<file path="config.mk">
export PLATFORM = sky130hd
export DESIGN_NAME = abkf_div
export DESIGN_NICKNAME = d
export VERILOG_FILES = /design/src/abkf_pkg.sv /design/src/abkf_div.sv
export SDC_FILE = /design/constraint.sdc
export NUM_CORES = 1
export LEC_CHECK = 0
export BUFFER_PORTS_ARGS = -buffer_cell sky130_fd_sc_hd__buf_4
export CAP_MARGIN = 10
export CORE_MARGIN = 1
export CORE_UTILIZATION = 30
export DETAILED_ROUTE_END_ITERATION = 12
export PLACE_DENSITY = 0.54
export SLEW_MARGIN = 20
export SYNTH_ARGS = -nofsm -noshare
export SYNTH_HDL_FRONTEND = slang
export SYNTH_SLANG_ARGS = --single-unit
</file>
<file path="constraint.sdc">
create_clock -name clk -period 4.91 [get_ports clk]
set_input_delay 0.982 -clock clk [delete_from_list [all_inputs] [get_ports clk]]
set_output_delay 0.982 -clock clk [all_outputs]
set_load 0.03 [all_outputs]
</file>
<file path="src/abkf_pkg.sv">
// Package for the angle / gyro-bias Kalman filter.
// Widths, formats, register codes and saturation helpers. No dependencies.
package abkf_pkg;

	localparam int unsigned WordW = 32;
	localparam int unsigned NoiseW = 31;
	localparam int unsigned MsW = 12;
	localparam int unsigned FracQ28 = 28;

	localparam logic [31:0] RstAngleNoise = 32'd268435;
	localparam logic [31:0] RstBiasNoise = 32'd805306;
	localparam logic [31:0] RstMeasNoise = 32'd8053064;

	// register codes (word index on the APB port)
	localparam logic [1:0] RegAngleNoise = 2'd0;
	localparam logic [1:0] RegBiasNoise = 2'd1;
	localparam logic [1:0] RegMeasNoise = 2'd2;

	localparam logic signed [31:0] S32Max = 32'sh7fffffff;
	localparam logic signed [31:0] S32Min = 32'sh80000000;

	// saturate a 34-bit signed value to 32 bits
	function automatic logic signed [31:0] sat34(input logic signed [33:0] v);
		logic signed [31:0] r;
		if (v > 34'sh0_7fff_ffff) r = S32Max;
		else if (v < -34'sh0_8000_0000) r = S32Min;
		else r = v[31:0];
		return r;
	endfunction

	// round half up by 2^28 of a 64-bit product, then saturate
	function automatic logic signed [31:0] rnd_sat(input logic signed [63:0] p);
		logic signed [64:0] t;
		logic signed [36:0] q;
		t = {p[63], p} + 65'sd134217728;
		q = t[64:28];
		if (q > 37'sh0_7fff_ffff) return S32Max;
		else if (q < -37'sh0_8000_0000) return S32Min;
		else return q[31:0];
	endfunction

endpackage

</file>
<file path="src/abkf_div.sv">
// Radix-2 restoring divider: quotient of (p * 2^28) / s, truncated, saturated.
// Uses abkf_pkg. s must be positive when started.
module abkf_div (
	input  logic clk,
	input  logic arst_n,
	input  logic start,
	input  logic signed [31:0] p,
	input  logic signed [31:0] s,
	output logic done,
	output logic signed [31:0] q
);
	// |p|*2^28 fits in 60 bits
	logic [59:0] num_q;
	logic [59:0] quo_q;
	logic [31:0] rem_q;
	logic [30:0] den_q;
	logic neg_q;
	logic busy_q;
	logic [5:0] cnt_q;
	logic [32:0] trial;
	logic [31:0] pabs;
	logic [60:0] mag;

	assign pabs = p[31] ? 32'(-p) : 32'(p);
	assign trial = {rem_q, num_q[59]} - {2'b0, den_q};

	always_ff @(posedge clk or negedge arst_n) begin
		if (!arst_n) begin
			busy_q <= 1'b0;
			cnt_q <= '0;
			done <= 1'b0;
		end else begin
			done <= 1'b0;
			if (start) begin
				busy_q <= 1'b1;
				cnt_q <= 6'd60;
			end else if (busy_q) begin
				cnt_q <= cnt_q - 6'd1;
				if (cnt_q == 6'd1) begin
					busy_q <= 1'b0;
					done <= 1'b1;
				end
			end
		end
	end

	always_ff @(posedge clk) begin
		if (start) begin
			num_q <= {pabs[31:0], 28'd0};
			quo_q <= '0;
			rem_q <= '0;
			den_q <= s[30:0];
			neg_q <= p[31];
		end else if (busy_q) begin
			num_q <= {num_q[58:0], 1'b0};
			if (!trial[32]) begin
				rem_q <= trial[31:0];
				quo_q <= {quo_q[58:0], 1'b1};
			end else begin
				rem_q <= {rem_q[30:0], num_q[59]};
				quo_q <= {quo_q[58:0], 1'b0};
			end
		end
	end

	always_comb begin
		mag = neg_q ? -{1'b0, quo_q} : {1'b0, quo_q};
		if (!neg_q && quo_q > 60'h7fffffff) q = abkf_pkg::S32Max;
		else if (neg_q && quo_q > 60'h80000000) q = abkf_pkg::S32Min;
		else q = mag[31:0];
	end
endmodule

</file>
# ---- After elaboration in Yosys (flattened, before gate mapping)
# Cells that the tools add are included.
dict set report classes {
  order_cmp 2
  addsub 4
  shift 0
  reduce_logical 4
  n_eq_ne 1
  n_mul 0
  n_div 0
  muxes 16
  bitwise 0
}
# operator n
set ops {}
lappend ops {{$mux 32} 5}
lappend ops {{$mux 60} 2}
lappend ops {{$neg 32->32} 2}
lappend ops {{$gt 60x31->1 const B} 1}
lappend ops {{$gt 60x32->1 const B} 1}
lappend ops {{$sub 33x31->33} 1}
lappend ops {{$mux 6} 2}
lappend ops {{$mux 1} 7}
lappend ops {{$eq 6x1->1 const B} 1}
lappend ops {{$sub 6x1->6 const B} 1}
lappend ops {{$logic_and 1x1->1} 2}
lappend ops {{$reduce_bool 2->1} 1}
lappend ops {{$logic_not 1->1} 1}
dict set report totals {
  latch_bits 0
  elab_cells 35
  mem_count 0
  rom_bits 0
  ram_bits 0
  inputBits 67
  out_inout_bits 33
  regBits 164
}

# ---- Depth between registers and ports, before layout
dict set report logic_depth {
  ltp_word 4
  ltp_mapped 13
}

# ---- Least setup slack after synthesis
# No wires, ideal clock.
dict set report synth_path {
  path_kind {reg2out}
  startpoint {reg quo_q[0]}
  endpoint {out q[1]}
  stages_incl_launch_ff 10
  t_required_ns 3.928
  setup_slack_ns 0.927
  path_buffers 0
  arrival_ns 3.001
  path_cell_list {dfxtp_1 -> inv_1 -> ha_1 -> or3b_2 -> nor3_1 -> nand4_2 -> or4_4 -> o41ai_4 -> a21oi_2 -> o21ai_0}
}
dict set report synth_via {
  elab_chain_len 4
  elab_cells_between_ends 8
  cone_classes {add/sub: 1; order compare: 2; mux: 3; reduce/logical: 2}
}
# element line
set synth_lines {}
lappend synth_lines {{start: declaration} abkf_div.sv:14} ;# logic [59:0] quo_q;
lappend synth_lines {{start signal: assignment} abkf_div.sv:58} ;# quo_q <= {quo_q[58:0], 1'b1};
lappend synth_lines {{start signal: assignment} abkf_div.sv:61} ;# quo_q <= {quo_q[58:0], 1'b0};
lappend synth_lines {{$gt 60x32->1 / $neg 32->32 (equally long branches)} {abkf_div.sv:69, abkf_div.sv:67}}
lappend synth_lines {{$logic_and 1x1->1 / $mux 32 (equally long branches)} {abkf_div.sv:69, abkf_div.sv:67}}
lappend synth_lines {{$mux 32} abkf_div.sv:69} ;# else if (neg_q && quo_q > 60'h80000000) q = abkf_pkg::S32Min;
lappend synth_lines {{$mux 32 *} abkf_div.sv:68} ;# if (!neg_q && quo_q > 60'h7fffffff) q = abkf_pkg::S32Max;
lappend synth_lines {{end: declaration} abkf_div.sv:10} ;# output logic signed [31:0] q
# Mark *: on every way between the ends. The rest lies on a longest branch, timed or not.

# ---- Worst setup path in the final report
# Same ends and word-level chain as after synthesis.

==> results.sh <==
export IMPL_grt_use_total_pct=13.6
export IMPL_ys_flop_type="dfxtp_1"
export IMPL_clock_skew_ns=0.0133
export IMPL_cp_top_family="simple AND/OR/NAND/NOR gates"
export IMPL_wl_um=21500
export IMPL_end_kind="primary output"
export IMPL_clock_latency_ns=0.44
export IMPL_status="finished, final reports clean"
export IMPL_power_leakage_uw=0.00495
export IMPL_yosys_area_share_simple_pct=17.2
export IMPL_final_cell_mix="nor2_1, buf_4, nand2_1"
export IMPL_syn_to_final_growth_pct=16.6
export IMPL_portBuffers=98
export IMPL_drtIter0Drc=334
export IMPL_grt_pass1_vias=7329
export IMPL_cts_buffers=17
export IMPL_worst_path_max_delay_cell="or4_4"
export IMPL_synth_xor_area_share_pct=8.08
export IMPL_hold_violations=0
export IMPL_grt_pass1_wl_um=36200
export IMPL_worstMarginPinSlew_ns=0.959
export IMPL_antenna_left=0
export IMPL_fp_coreArea_um2=30900
export IMPL_hold_path_class="in2async"
export IMPL_root_buffer="clkbuf_16"
export IMPL_clockBufferDepth=2
export IMPL_fin_total_pwr_uw=3070
export IMPL_fillers=3224
export IMPL_yosysWarnings=0
export IMPL_grt_max_degree=110
export IMPL_cts_resized=0
export IMPL_drv_slew=0
export IMPL_muxShareOfSynthArea_pct=6.51
export IMPL_gp_congestion=0.801
export IMPL_nets=1222
export IMPL_antenna_found_initial=0
export IMPL_cts_tree="done"
export IMPL_p_per_area_nw_per_um2=276
export IMPL_drive_above_1_share_pct=14.0
export IMPL_synth_top_area_share_pct=20.2
export IMPL_synth_top_family_by_area="simple AND/OR/NAND/NOR gates"
export IMPL_cts_hold_buffers=0
export IMPL_clk_pin_slew_worst_paths_ns=0.07
export IMPL_synthCells=1060
export IMPL_io_pins=100
export IMPL_setup_viol=0
export IMPL_crit_type="reg2out"
export IMPL_yosysSeqAreaShare_pct=41.6
export IMPL_initial_core_util_pct=30.8
export IMPL_synth_edff_count=64
export IMPL_setup_tns_ns=0
export IMPL_synth_fp_nets=1163
export IMPL_rsz0062_at_grt="no"
export IMPL_syn_area_um2=9530
export IMPL_synth_compound_area_share_pct=16.9
export IMPL_num_vias=7556
export IMPL_row_count=64
export IMPL_synth_avg_cell_area_um2=8.99
export IMPL_drc=0
export IMPL_die_h_um=180
export IMPL_peakVddDrop_uv=211
export IMPL_grt_overflow_total=0
export IMPL_cpPeakStageDelay_ns=0.50
export IMPL_cts_sinks=164
export IMPL_antenna_cells=0
export IMPL_synth_adder_area_share_pct=4.81
export IMPL_synth_top_cell_by_area="edfxtp_1"
export IMPL_cts_setup_buffers=0
export IMPL_max_clock_freq_ghz=0.221
export IMPL_fin_crit_sh_pct=92.2
export IMPL_worstSetupStartpointType="flip-flop"
export IMPL_crit_chain="inv_1, ha_1, or3b_2, nor3_1, nand4_2, or4_4, o41ai_4, a21oi_4, o21ai_0, buf_4"
export IMPL_dieArea_um2=32500
export IMPL_routed_via_density=4.95
export IMPL_period_needed_ns=4.53
export IMPL_dp_final_hpwl_um=14700
export IMPL_layout_commonest_cell="nor2_1"
export IMPL_wl_per_cell_um=14.0
export IMPL_async_reset_ff_share_pct=4.88
export IMPL_cap_violations=0
export IMPL_arrival_ns=3.55
export IMPL_cts_htree_levels=4
export IMPL_crit_required_ns=3.93
export IMPL_netlist_top_cells_area="edfxtp_1, dfxtp_1, mux2i_1, nor2_1, xor2_1"
export IMPL_die_w_um=180
export IMPL_ys_ff_latch=164
export IMPL_crit_fanout=31
export IMPL_slew_headroom_pct=35.8
export IMPL_worst_path_buf_inv=2
export IMPL_ys_types=79
export IMPL_firstDrtPassIters=5
kinds of logic (layout without fill, tap and decap cells):
family / after synthesis / count (layout)
AND/OR/NAND/NOR: 352 / 352
AO/OA/AOI/OAI: 246 / 246
flip-flops: 164 / 164
buffers and inverters: 113 / 185
XOR/XNOR: 87 / 87
multiplexers: 62 / 62
adder cells (fa/ha/maj): 36 / 36
worst paths after layout:
check	end	slack, ns	depth (start not counted)	startpoint
max	q[1]	0.38	10	quo_q[0]
min reg2reg	rem_q[15]	0.49	2	rem_q[14]
max reg2reg	rem_q[23]	1.37	12	num_q[59]
max in group asynchronous	busy_q	4.41	1	arst_n
min in group clk	rem_q[15]	0.49	2	rem_q[14]
min	cnt_q[5]	0.35	1	arst_n
sequential cells by signal, indices dropped and copies added (netlist names):
signal,count
busy_q,1
cnt_q,6
den_q,31
done,1
neg_q,1
num_q,32
quo_q,60
rem_q,32
metal layers:
| layer | track usage (%) | up-vias | wire length, um |
|---|---|---|---|
| met4 | 4.07 | 0 | 244 |
| met5 | 0 | - | 0 |
| li1 | - | 3900 | - |
| met3 | 3.38 | 16 | 945 |
| met1 | 18.2 | 3531 | 10800 |
| met2 | 21.3 | 109 | 9460 |
worst reg2reg max path, stage by stage, from the launching register on:
cell and delay (ns):
edfxtp_1 0.34, inv_1 0.05, ha_1 0.22, fa_1 0.39, nand2b_1 0.19, a21oi_1 0.23, o21ai_0 0.25, o21ai_1 0.41
a41oi_2 0.31, xnor2_2 0.20, buf_4 0.27, or4_1 0.55, nand3_1 0.08
where the power goes:
group,leakage [uW],internal (uW),switching (uW),total [uW]
sequential,0.00147,1480,22.8,1500
combinational,0.00320,117,156,273
clock,0.000274,679,609,1290
total,0.00495,2280,787,3070
cell type report:
cell class | count | area, um^2 | share of cell area, %
flip-flops and latches | 164 | 3970 | 35.7
clock buffers | 19 | 443 | 3.99
clock inverters | 13 | 116 | 1.05
repair buffers | 104 | 785 | 7.06
well taps | 396 | 495 | 4.46
multi-input cells | 783 | 5110 | 46.1
inverters | 49 | 184 | 1.66
stage by stage:
step / area [um^2] / util, % / setup WS (ns) / cells / hold slack (ns)
4_1_cts: 11100 / 35.9 / 0.258 / 1528 / 0.330
3_3_place_gp: 10500 / 34.1 / 0.814 / 1496 / 0.476
5_1_grt: 11100 / 35.9 / 0.160 / 1528 / 0.333
2_1_floorplan: 9530 / - / 0.927 / 1060 / 0.460
6_report: 11100 / 35.9 / 0.382 / 1528 / 0.352
3_5_place_dp: 10500 / 34.1 / 0.744 / 1496 / 0.490
cells in the mapped netlist, types with 13 or more instances:
| master | n |
|---|---|
| a21oi_1 | 66 |
| nor2_1 | 147 |
| edfxtp_1 | 64 |
| xor2_1 | 57 |
| inv_1 | 48 |
| o31ai_1 | 14 |
| a21o_1 | 14 |
| o21ai_1 | 32 |
| dfxtp_1 | 92 |
| ha_1 | 35 |
| clkbuf_1 | 45 |
| nand2_1 | 97 |
| mux2i_1 | 62 |
| a311oi_1 | 22 |
| o21ai_0 | 39 |
| nand3_1 | 13 |
| xnor2_1 | 29 |
(Power assumes the default switching activity.)
